$ cat src/hw/rtl/stereo_vu_peak_meter_defines.svh
// Assertion macros shared by the stereo peak meter RTL.
// Depends on nothing; included by files that carry assertions.
`ifndef STEREO_VU_PEAK_METER_DEFINES_SVH
`define STEREO_VU_PEAK_METER_DEFINES_SVH
// Check an implication on every rising clock edge outside reset.
`define SVPM_ASSERT(label, clk, rst_n, prop, msg) \
  label: assert property (@(posedge clk) disable iff (!rst_n) (prop)) else $error(msg);
// Check that a signal holds its value in the cycle after a condition.
`define SVPM_HOLD(label, clk, rst_n, cond, sig, msg) \
  label: assert property (@(posedge clk) disable iff (!rst_n) (cond) |=> $stable(sig)) \
    else $error(msg);
`endif

$ cat src/hw/rtl/svpm_ram.sv
// Generic single-port RAM with registered read.
// Depends on nothing.
module svpm_ram #(
  parameter int unsigned Width = 8,
  parameter int unsigned Depth = 256
) (
  input  logic                     clk_i,
  input  logic                     we_i,
  input  logic [$clog2(Depth)-1:0] addr_i,
  input  logic [Width-1:0]         wdata_i,
  output logic [Width-1:0]         rdata_o
);
  logic [Width-1:0] mem_q [Depth];
  always_ff @(posedge clk_i) begin
    if (we_i) mem_q[addr_i] <= wdata_i;
    rdata_o <= mem_q[addr_i];
  end
endmodule

$ cat config.mk
export PLATFORM = sky130hd
export DESIGN_NAME = svpm_ram
export DESIGN_NICKNAME = d
export VERILOG_FILES = /design/src/hw/rtl/stereo_vu_peak_meter_defines.svh /design/src/hw/rtl/svpm_ram.sv
export SDC_FILE = /design/constraint.sdc
export NUM_CORES = 2
export LEC_CHECK = 0
export BUFFER_PORTS_ARGS = -buffer_cell sky130_fd_sc_hd__buf_2
export CAP_MARGIN = 15
export CELL_PAD_IN_SITES_DETAIL_PLACEMENT = 0
export CELL_PAD_IN_SITES_GLOBAL_PLACEMENT = 1
export CORE_MARGIN = 2
export CORE_UTILIZATION = 40
export DETAILED_ROUTE_END_ITERATION = 10
export MAX_ROUTING_LAYER = met4
export PLACE_DENSITY_LB_ADDON = 0.1
export SYNTH_ARGS = -nofsm -noshare
export SYNTH_HDL_FRONTEND = slang
export SYNTH_SLANG_ARGS = --single-unit
$ cat constraint.sdc
create_clock -name clk_i -period 2.4 [get_ports clk_i]
set_clock_uncertainty 0.2 [all_clocks]
set_input_delay 0 -clock clk_i [delete_from_list [all_inputs] [get_ports clk_i]]
set_output_delay 0 -clock clk_i [all_outputs]
set_load 0.01 [all_outputs]
## After elaboration in Yosys (flattened, before gate mapping)

Memories as Yosys holds them, arrays and structs flattened. A register that Yosys moved wholly into a read port is not among the register bits.
Cells that the tools add are included.

- Latch bits: 0
- Bits in registers: 0
- Logic and storage cells: 3
- Memory bits (writable): 2,048
- Output and inout port bits: 8
- ROM bits: 0
- Memories kept: 1

Memory list:

| name | words | bits a word | rd ports | clocked after Yosys merged registers in | write ports | RTL line | source |
|---|---|---|---|---|---|---|---|
| mem_q | 256 | 8 | 1 | 1 | 1 | svpm_ram.sv:13 | `logic [Width-1:0] mem_q [Depth];` |

- Bitwise operators: 0
- Shifts and indexed selects: 0
- Reduce and logical (&&, ||, !) cells: 0
- Multiplexer cells: 2
- Div/mod/pow operators: 0
- Equal/unequal tests: 0
- $lt $le $gt $ge: 0
- Add/sub/neg operators: 0
- Multiply operators: 0

Operators by type and width:

| cell | number |
|---|---|
| $mux W1 | 2 |

## Logic depth before layout (Yosys ltp)

- Depth in word-level cells: 2
- Gate-level depth with buffers: 10
- Gate-level depth less buffers: 5

## Worst setup path after synthesis

Ideal clock, no wire load.

- Path kind: input port to flip-flop
- From: input addr_i[1]
- To: memory mem_q[111][0], enable pin
- Arrival time: 1.849 ns
- Buffers on the path: 5
- Stages: 9
- Slack: -0.019 ns
- Cell sequence: buf_2 -> clkbuf_1 -> clkbuf_1 -> nand2_1 -> buf_2 -> nor2_1 -> nand2_1 -> clkbuf_1 -> nor2_1

RTL lines:

| item | RTL line | source |
|---|---|---|
| start: declaration | svpm_ram.sv:9 | `input logic [$clog2(Depth)-1:0] addr_i,` |
| end: declaration | svpm_ram.sv:13 |  |

Straight into the memory's write port.

==> reports/results.txt <==
synthesized area per cell: 22.1 sq um
Leak: 30.3 nW
Die H: 447 microns
core area: 0.195 sq mm
die area: 0.200 sq mm
Residual DRC: 0
YS warnings: 0
Synth Net Count: 3,565
All-Layer GR Usage: 22.6%
Inserted Clock Buffers: 214
Final Power: 0.0764 W
row cnt: 162
Wirelength per Cell: 30.7 microns
Worst Tran Pin Value: 0.783 ns
Post-Synthesis Cells: 3,547
Slew headroom: 47.8%
Final HPWL DP: 139 mm
Crit path required time: 2.92 ns
DR pass1 iterations: 5
initial antenna violation count: 11
CTS root buf: clkbuf_16
slowest cell on the critical path: mux4_2
clock sink total: 2,056
Fin Setup TNS: 0 ns
GR met1 Demand/Resource: 30.2%
GPL Wtd Cong: 0.826
commonest non-fill, non-tap cell in the layout: edfxtp_1
Worst-Skew Late Latency: 0.87 ns
Post-Syn Area: 0.0785 sq mm
critical path, cell by cell: mux4_2, a22oi_1, buf_4, a21oi_1, o41ai_1, buf_4, nand4_1
Max VDD drop: 0.623 mV
Die Wd: 447 microns
final setup fails: 0
number of port buffers: 25
met3 Use GR: 3.35%
Critical Path Start Type: flip-flop
share of cells above drive strength 1: 36.1%
status: finished clean
synth unique cells: 22
sequential area share after synthesis: 78.6%
buffer depth of the longest clock path: 3
Min Clock Period, post-route: 2.38 ns
# nets final: 4,281
critical path's top delay family: compound AO/OA/AOI/OAI gates
PwrDens: 805 mW/mm^2
CP Class: reg -> reg
worst path bufs/invs: 2
met2 Use GR: 36.7%
Final ANT Viol Nets: 0
Final Hold Viols: 0
vias in the first global route: 41,300
worst hold slack: 0.0456 ns
H-tree levels: 4
vias: 39,600
Starting DRT DRC Count: 3,792
area growth from synthesis to layout: 20.9%
crit end category: flip-flop
Post-Layout Inst Area: 0.0949 sq mm
worst hold path class: in -> reg
total grt overflow: 0
Setup Fix Bufs, Post-CTS: 0
Slew Viols, Final: 0
CTS tree: yes
total routed wirelength: 217 mm
most frequent CP cell: buf_4
dpl cells: 6,646
clock transition at the registers of the reported paths: 0.06 ns
worst endpoint data arrival time: 2.90 ns
first-pass GRT wire length: 311 mm
achievable frequency: 0.420 GHz
Initial Util: 40.3%
Placed Area: 0.0873 sq mm
I/O pins: 26
GRT busiest layer: met2
most frequent cells in the layout: edfxtp_1, buf_4, mux4_2
fin cells: 7,071
crit-path max cell delay: 0.50 ns
max_cap viols: 0
peak fanout along the critical path: 1
#FFs+latches synth: 2,056
setup repair after global routing missed its margin: false
Vias/cell: 5.60
largest net degree at the start of global routing: 101
fin crit share: 99.2%
==> cells by family (layout without fill, tap and decap cells) <==
family | count (synthesis) | in the layout | share of synthesized area (%)
compound gates | 416 | 416 | 3.62
buf+inv | 233 | 1129 | 1.40
flops | 2056 | 2056 | 78.6
mux | 512 | 512 | 14.7
other cells | 0 | 4 | 0
simple gates | 330 | 330 | 1.73
==> cells in the mapped netlist <==
master,count,area (sq um)
inv_1,1,3.75
a21oi_1,128,641
edfxtp_1,2048,61500
nand2_1,28,105
mux4_2,512,11500
nand4_1,8,50.1
nand2b_1,6,37.5
buf_2,36,180
or3_1,1,6.26
buf_1,19,71.3
dfxtp_1,8,160
buf_6,16,180
nor2b_1,7,43.8
buf_4,16,120
or2_2,2,12.5
nor3_1,30,150
nor2_1,232,871
nand3_1,13,65.1
o41ai_1,32,280
and2_1,3,18.8
a22oi_1,256,1920
clkbuf_1,145,544
==> stage by stage <==
stage	util [%]	setup WS (ns)
after floorplan	-	-0.0187
after global placement	44.8	-0.655
after detailed placement	44.8	-0.695
after CTS	48.6	0.00114
after global routing	48.7	0.00120
final	48.7	0.0181
==> flip-flops by register name, indices dropped and copies added (netlist names) <==
signal / count
mem_q: 2048
rdata_o: 8
==> routing by layer <==
| layer | part of all wire, % | up-vias |
|---|---|---|
| met5 | 0 | - |
| met4 | 2.4 | 0 |
| met3 | 5.5 | 277 |
| met2 | 50 | 1226 |
| met1 | 42 | 21600 |
| li1 | - | 16600 |
==> path summary, 6_finish.rpt <==
kind                                  to                    from  cells past startpoint  slack [ns]
setup / recovery      rdata_o[7]$_DFF_P_  mem_q[83][7]$_DFFE_PP_                      7        0.02
setup reg to reg      rdata_o[7]$_DFF_P_  mem_q[83][7]$_DFFE_PP_                      7        0.02
hold / removal    mem_q[75][5]$_DFFE_PP_              wdata_i[5]                      2        0.05
hold reg to reg       rdata_o[4]$_DFF_P_   mem_q[2][4]$_DFFE_PP_                      5        0.77
==> cell type report <==
| class | count | area [sq um] |
|---|---|---|
| Antenna cell | 4 | 10.0 |
| Clock inverter | 144 | 1390 |
| Multi-Input combinational cell | 1258 | 16100 |
| Sequential cell | 2056 | 61700 |
| Timing Repair Buffer | 732 | 6880 |
| Clock buffer | 252 | 5540 |
| Tap cell | 2624 | 3280 |
| Fill cell | 15900 | 100000 |
| Inverter | 1 | 3.75 |
==> power by group <==
| part | internal, W | switching, W |
|---|---|---|
| Sequential | 0.0396 | 0.0000666 |
| Clock | 0.0188 | 0.0138 |
| Combinational | 0.00166 | 0.00248 |
| Total | 0.0601 | 0.0163 |
==> what timing repair did <==
action,4_1_cts,5_1_grt
hold buffers,25,0
hold endpoints to repair,2575,0
setup endpoints to repair,8,8
pin swaps,3,17
resized for setup,28,34
Power figures use the tool's default switching activity.
