$ cat src/hw/rtl/stereo_vu_peak_meter_defines.svh
// Assertion macros shared by the stereo peak meter RTL.
// Depends on nothing; included by files that carry assertions.
`ifndef STEREO_VU_PEAK_METER_DEFINES_SVH
`define STEREO_VU_PEAK_METER_DEFINES_SVH
// Check an implication on every rising clock edge outside reset.
`define SVPM_ASSERT(label, clk, rst_n, prop, msg) \
  label: assert property (@(posedge clk) disable iff (!rst_n) (prop)) else $error(msg);
// Check that a signal holds its value in the cycle after a condition.
`define SVPM_HOLD(label, clk, rst_n, cond, sig, msg) \
  label: assert property (@(posedge clk) disable iff (!rst_n) (cond) |=> $stable(sig)) \
    else $error(msg);
`endif

$ cat src/hw/rtl/svpm_pkg.sv
// Package for the stereo peak meter: widths, register indexes, opcodes, states.
// Depends on nothing.
package svpm_pkg;
  localparam int unsigned RingDepth = 4096;
  localparam int unsigned SampleWidth = 24;
  localparam int unsigned FracBits = 20;
  localparam int unsigned AddrW = $clog2(RingDepth);
  localparam int unsigned CntW = AddrW + 1;
  localparam int unsigned RingW = 2 * SampleWidth;
  localparam int unsigned MagW = SampleWidth;
  localparam logic [31:0] Log10HalfQ32 = 32'd646456993;

  localparam logic [1:0] RegWindow = 2'd0;
  localparam logic [1:0] RegBar = 2'd1;
  localparam logic [1:0] RegHold = 2'd2;
  localparam logic [1:0] RegDecay = 2'd3;

  localparam logic OpPush = 1'b0;
  localparam logic OpTick = 1'b1;

  typedef enum logic [3:0] {
    StIdle, StScanRd, StScan, StLogInit, StLogNorm, StFinish, StOut
  } state_e;

  typedef enum logic [2:0] {LIdle, LNorm, LSq, LMul, LDone} lstate_e;
endpackage

$ cat src/hw/rtl/svpm_log_unit.sv
// Iterative peak-to-level unit: log2 by repeated squaring, then scale.
// Depends on svpm_pkg and the defines header.
`include "stereo_vu_peak_meter_defines.svh"
module svpm_log_unit (
  input  logic                       clk_i,
  input  logic                       rst_ni,
  input  logic                       start_i,
  input  logic [svpm_pkg::MagW-1:0]  peak_i,
  output logic                       done_o,
  output logic [16:0]                level_o
);
  svpm_pkg::lstate_e st_q, st_d;
  logic [31:0] m_q, m_d;
  logic [4:0]  e_q, e_d;
  logic [4:0]  k_q, k_d;
  logic [15:0] frac_q, frac_d;
  logic [16:0] lvl_q, lvl_d;
  logic [63:0] sq;
  logic [33:0] sqs;
  logic [20:0] dval;
  logic [52:0] prod;
  logic [20:0] drop;
  logic [33:0] small_chk;

  assign sq = 64'(m_q) * 64'(m_q);
  assign sqs = sq[63:30];
  assign dval = 21'((21'(svpm_pkg::FracBits) << 16) - {e_q, frac_q});
  assign prod = 53'(dval) * 53'(svpm_pkg::Log10HalfQ32);
  assign drop = prod[52:32];
  assign small_chk = 34'(peak_i) * 34'd1000;

  always_comb begin
    st_d = st_q;
    case (st_q)
      svpm_pkg::LIdle: if (start_i) st_d = (small_chk < 34'(1 << svpm_pkg::FracBits)
                || peak_i >= svpm_pkg::MagW'(1 << svpm_pkg::FracBits)) ? svpm_pkg::LDone
                                                                      : svpm_pkg::LNorm;
      svpm_pkg::LNorm: if (m_q[30]) st_d = svpm_pkg::LSq;
      svpm_pkg::LSq:   if (k_q == 5'd15) st_d = svpm_pkg::LMul;
      svpm_pkg::LMul:  st_d = svpm_pkg::LDone;
      svpm_pkg::LDone: st_d = svpm_pkg::LIdle;
      default: st_d = svpm_pkg::LIdle;
    endcase
  end

  always_comb begin
    m_d = m_q; e_d = e_q; k_d = k_q; frac_d = frac_q; lvl_d = lvl_q;
    case (st_q)
      svpm_pkg::LIdle: begin
        m_d = 32'(peak_i); e_d = 5'd30; k_d = '0; frac_d = '0;
        lvl_d = (peak_i >= svpm_pkg::MagW'(1 << svpm_pkg::FracBits)) ? 17'd65536 : 17'd0;
      end
      svpm_pkg::LNorm: if (!m_q[30]) begin
        m_d = m_q << 1; e_d = e_q - 5'd1;
      end
      svpm_pkg::LSq: begin
        k_d = k_q + 5'd1;
        if (sqs[31]) begin
          m_d = sqs[32:1]; frac_d = {frac_q[14:0], 1'b1};
        end else begin
          m_d = sqs[31:0]; frac_d = {frac_q[14:0], 1'b0};
        end
      end
      svpm_pkg::LMul: lvl_d = (drop >= 21'd65536) ? 17'd0 : 17'(21'd65536 - drop);
      default: ;
    endcase
  end

  always_ff @(posedge clk_i or negedge rst_ni) begin
    if (!rst_ni) st_q <= svpm_pkg::LIdle;
    else st_q <= st_d;
  end
  always_ff @(posedge clk_i) begin
    m_q <= m_d; e_q <= e_d; k_q <= k_d; frac_q <= frac_d; lvl_q <= lvl_d;
  end
  assign done_o = (st_q == svpm_pkg::LDone);
  assign level_o = lvl_q;

  `SVPM_ASSERT(a_norm_top, clk_i, rst_ni, (st_q == svpm_pkg::LSq) |-> m_q[30], "mantissa not normalized")
  `SVPM_ASSERT(a_lvl_rng, clk_i, rst_ni, done_o |-> (level_o <= 17'd65536), "level out of range")
  `SVPM_ASSERT(a_start_idle, clk_i, rst_ni, (st_q != svpm_pkg::LIdle) |=> (st_q != svpm_pkg::LIdle) || $past(st_q == svpm_pkg::LDone), "unit left busy state early")
endmodule

$ cat config.mk
export PLATFORM = sky130hd
export DESIGN_NAME = svpm_log_unit
export DESIGN_NICKNAME = d
export VERILOG_FILES = /design/src/hw/rtl/svpm_pkg.sv /design/src/hw/rtl/svpm_log_unit.sv
export VERILOG_INCLUDE_DIRS = /design/src /design/src/hw/rtl
export SDC_FILE = /design/constraint.sdc
export NUM_CORES = 2
export LEC_CHECK = 0
export BUFFER_PORTS_ARGS = -buffer_cell sky130_fd_sc_hd__buf_2
export CAP_MARGIN = 10
export CORE_AREA = 10 10 353 355
export CTS_CLUSTER_SIZE = 12
export DETAILED_ROUTE_END_ITERATION = 12
export DIE_AREA = 0 0 363 365
export HOLD_SLACK_MARGIN = 0.05
export PLACE_DENSITY = 0.65
export REMOVE_ABC_BUFFERS = 1
export SETUP_SLACK_MARGIN = 0.3
export SLEW_MARGIN = 30
export SYNTH_ARGS = -nofsm -noshare
export SYNTH_HDL_FRONTEND = slang
export SYNTH_SLANG_ARGS = --single-unit
$ cat constraint.sdc
create_clock -name clk_i -period 9.5 [get_ports clk_i]
set_input_delay 0.475 -clock clk_i [delete_from_list [all_inputs] [get_ports clk_i]]
set_output_delay 0.475 -clock clk_i [all_outputs]
set_load 0.02 [all_outputs]
Word-level counts from Yosys, hierarchy flattened
Index checks and enable logic that the tools add are counted.
Widths: inputs -> output; s select.

operators by class
  multipliers = 3
  $add $sub $neg = 4
  $lt $le $gt $ge = 3
  reduce and logical (&&, ||, !) cells = 9
  mux-type cells = 16
  equality and inequality tests = 9

operators by type and width
  kind                    number
  $pmux 32 s3             1
  $mux 32                 2
  $mul 32x32->63          1
  $mul 21x30->51 const B  1
  $lt 34x21->1 const B    1
  $mux 17                 2
  $pmux 17 s2             1
  $pmux 16 s2             1
  $mul 24x7->31 const B   1
  $ge 24x21->1 const B    1
  $sub 21x21->21 const A  1
  $pmux 5 s2              2
  $ge 19x17->1 const B    1
  $sub 17x17->17 const A  1
  $mux 3                  4
  $pmux 3 s4              1
  $ne 2x2->1 const B      4
  $eq 3x2->1 const B      2
  $reduce_bool 2->1       3
  $add 5x1->5 const B     1
  $eq 5x4->1 const B      1
  $mux 5                  1
  $sub 5x1->5 const B     1
  $reduce_and 2->1        2
  7 further kinds         7

word-level totals
  input bits = 27
  flip-flop bits (word level) = 78

Longest topological paths before layout
  word-level depth = 6
  gate-level depth with buffers = 35

Worst setup path before layout
OpenSTA, ideal clock, no wires.

  path kind = flip-flop to flip-flop
  from = register frac_q[7]
  to = register lvl_q[16], in the netlist level_o[16], data pin
  path slack = 0.464 ns
  stages on the path, launching flop included = 31
  data arrival time = 8.873 ns
  library setup time = 0.163 ns
  cell sequence = edfxtp_1 > or3_1 > or3_1 > or4_1 > o41ai_1 > xnor2_1 > ha_1 > xor2_1 > ha_1 > ha_1 > fa_1 > inv_1 > fa_1 > inv_1 > fa_1 > inv_1 > fa_1 > inv_1 > ha_1 > nand4_2 > or3_1 > a211o_1 > or3_1 > a21oi_1 > or2_2 > ha_1 > o21ai_0 > nor4_1 > nand2_1 > or4_4 > o31ai_4

between the ends
  cells in the longest elaborated chain, start to end = 5
  elaborated cells between the ends (all ways) = 6

ends and longest elaborated chain
  element                                         line                 text
  start: declaration                              svpm_log_unit.sv:16  logic [15:0] frac_q, frac_d;
  start signal: assignment                        svpm_log_unit.sv:74  m_q <= m_d; e_q <= e_d; k_q <= k_d; frac_q <= frac_d; lvl_q <= lvl_d;
  $sub 21x21->21 *                                svpm_log_unit.sv:27  assign dval = 21'((21'(svpm_pkg::FracBits) << 16) - {e_q, frac_q});
  $mul 21x30->51 *                                svpm_log_unit.sv:28  assign prod = 53'(dval) * 53'(svpm_pkg::Log10HalfQ32);
  $sub 17x17->17 or $ge 19x17->1 (tied branches)  svpm_log_unit.sv:64  svpm_pkg::LMul: lvl_d = (drop >= 21'd65536) ? 17'd0 : 17'(21'd65536 - drop);
  $mux 17 *                                       svpm_log_unit.sv:64
  $pmux 17 s2 *                                   svpm_log_unit.sv:48  case (st_q)
  named net lvl_d[16]                             svpm_log_unit.sv:17  logic [16:0] lvl_q, lvl_d;
  end signal: assignment                          svpm_log_unit.sv:74
  end: declaration                                svpm_log_unit.sv:17

The timed path passes the listed nets; every way through them passes the cells marked *.
A chain may end at the register's enable or synchronous reset.

Worst setup path after layout
  from = register frac_q[2]
  to = register lvl_q[16], in the netlist level_o[16], data pin

Same word-level chain as after synthesis.

==> impl_metrics.yaml <==
setup_path:
  ff2ff_path_depth: 32
  crit_start: "frac_q[2]"
  crit_type: "reg -> reg"
  r2r_end: "level_o[16]"
  reg2reg_slack_ns: 0.54
  r2r-start: "frac_q[2]"
  start_kind: "flip-flop"
  worstPathMaxFanout: 6
  slowest_delay_ns: 0.57
  worstSetupEndpointType: "flip-flop"
  arrival_ns: 9.19
  cp.required_ns: 9.74
  critPathSlowestCell: "or4_4"
global_routing:
  grt_first_pass_wirelength_um: 189000
  grt_use_total_pct: 18.2
  grt_start_max_net_pins: 38
  grt_pass1_vias: 34500
  grt_antenna_before_repair: 12
  grt_overflow_total: 0
synthesis:
  synth.most_common_cell: "inv_1"
  syn_area_per_cell_um2: 9.48
  synth_area_leader_cell: "fa_1"
  synth_area_leaders: "fa_1, ha_1, inv_1"
  postSynthCellCount: 4681
  synthArstFlopShare_pct: 3.85
  synth_top_area_share_pct: 45.9
  synthFlopType: "edfxtp_1"
  ys_seq_area_share_pct: 5.24
  synth_seq_cells: 78
  synth_edf_count: 75
  synth_cell_type_count: 85
  ys_warn_count: 0
  netlist_area_um2: 44400
  ys_top_cells_by_count: "inv_1, fa_1, ha_1"
placed_design:
  hpwl_um: 101000
  gp_congestion: 0.928
  pre_cts_ws_ns: 0.135
  io_buffers: 44
timing:
  finClkSkew_ns: 0.0214
  tightestPinTransition_ns: 1.02
  final_max_slew_viol_count: 0
  finalCriticalPeriod_ns: 8.96
  relSlewSlack_pct: 31.8
  finalHoldViolCount: 0
  post-route-period-util_pct: 94.3
  rsz0062_at_grt: "yes"
  setup_viol: 0
  fmax_mhz: 112
  fin_ws_ns: 0.542
routing:
  drtPass1Iterations: 5
  vias: 31800
  routedWlPerCell_um: 18.8
  ant_nets: 0
  drcViolationCount: 0
  viasPerCell: 5.05
  wirelength_um: 118000
  first_iter_violations: 2046
cells_and_area:
  nets: 6390
  layout-drive-gt1-share_pct: 6.34
  area_delta_synth_final_pct: 8.16
hold_path:
  hold_class: "in -> async"
die:
  die_w_um: 363
  die-area_um2: 132000
  start_util_pct: 37.8
  core_area_um2: 117000
  fp.dieH_um: 365
  io_pins: 45
  rows: 126
clock_network:
  clock-sinks: 78
  cts_max_level: 3
  clk_pin_slew_worst_paths_ns: 0.08
  cts_made_buffers: 9
  clkLatencyLatePin_ns: 0.39
  cts-root-buf: "clkbuf_16"
  cts_tree: "yes"
  clockBufferDepth: 2
run_status:
  status: "completed"
job:
  cap_violations: 0
## final cells by class
type | count | area, um2
timing repair buffer | 210 | 1640
antenna | 8 | 20.0
inverter | 1356 | 5090
clock buffer | 9 | 225
sequential | 78 | 2330
clock inverter | 7 | 80.1
fill | 11500 | 69400
multi-input combinational | 3105 | 36700
tap | 1536 | 1920
## critical path: cells and delay by family, from the launching register on
kind | cells | cell delay (ns)
and+or+nand+nor | 11 | 3.20
xor gates and xnor gates | 1 | 0.13
DFF | 1 | 0.48
buffers and inverters | 6 | 0.59
adders and majority gates | 9 | 3.31
AOI/OAI and AO/OA | 5 | 1.10
## sequential cells by signal, summed over array words and instances, names as in the netlist
signal	flops
e_q	5
frac_q	16
k_q	5
level_o	17
m_q	32
st_q	3
## what timing repair did
item	in CTS	in global routing
hold endpoints to repair	3	0
pin swaps	4	11
endpoints found under the setup margin	2	50
hold buffers	1	0
buffers inserted	6	37
resized for setup	7	33
## per-stage QoR
stage	instance area (um2)	hold WS, ns	setup TNS [ns]	util [%]	instances
after detailed placement	47000	0.281	0	40.0	6241
after global routing	48000	0.454	0	40.9	6301
after floorplan	43800	0.179	-0.961	-	4539
after global placement	47000	0.279	0	40.0	6241
after CTS	47400	0.419	0	40.4	6264
final	48000	0.449	0	40.9	6309
## cell families (layout without fill, tap and decap cells)
group / Yosys count / count (layout) / share of synthesized area, %
compound gates: 425 / 425 / 6.45
xor+xnor: 107 / 107 / 2.11
fa+ha+maj: 1603 / 1603 / 62.4
buf+inv: 1498 / 1582 / 12.7
flops: 78 / 78 / 5.24
mux: 32 / 32 / 0.736
other cells: 0 / 8 / 0
simple gates: 938 / 938 / 10.4
## placed cells by master (no fill, tap or decap), types with 36 or more instances in the layout
cell type	instances
a21o_1	43
a21oi_1	104
and2_1	209
buf_2	44
buf_4	150
edfxtp_1	75
fa_1	1017
ha_1	580
inv_1	1344
nand2_1	337
nand3_1	36
nor2_1	148
nor3_1	42
o21ai_0	72
xnor2_1	63
xor2_1	37
## metal layers
layer	vias up	global-route usage, %	wire [um]
li1	14400	-	-
met1	16200	23.8	49200
met2	1026	30.2	56000
met3	206	3.57	9140
met4	10	5.87	3950
met5	-	0	71
## how the worst max path moves through the flow
stage,endpoint,cells after the start
3_5_place_dp,level_o[16],30
6_report,level_o[16],32
3_3_place_gp,level_o[16],30
5_1_grt,level_o[16],32
4_1_cts,level_o[16],34
2_1_floorplan,m_q[29],28
Power is not shown: default switching activity piles up to over one toggle a cycle in this logic, so the estimate is an artifact.
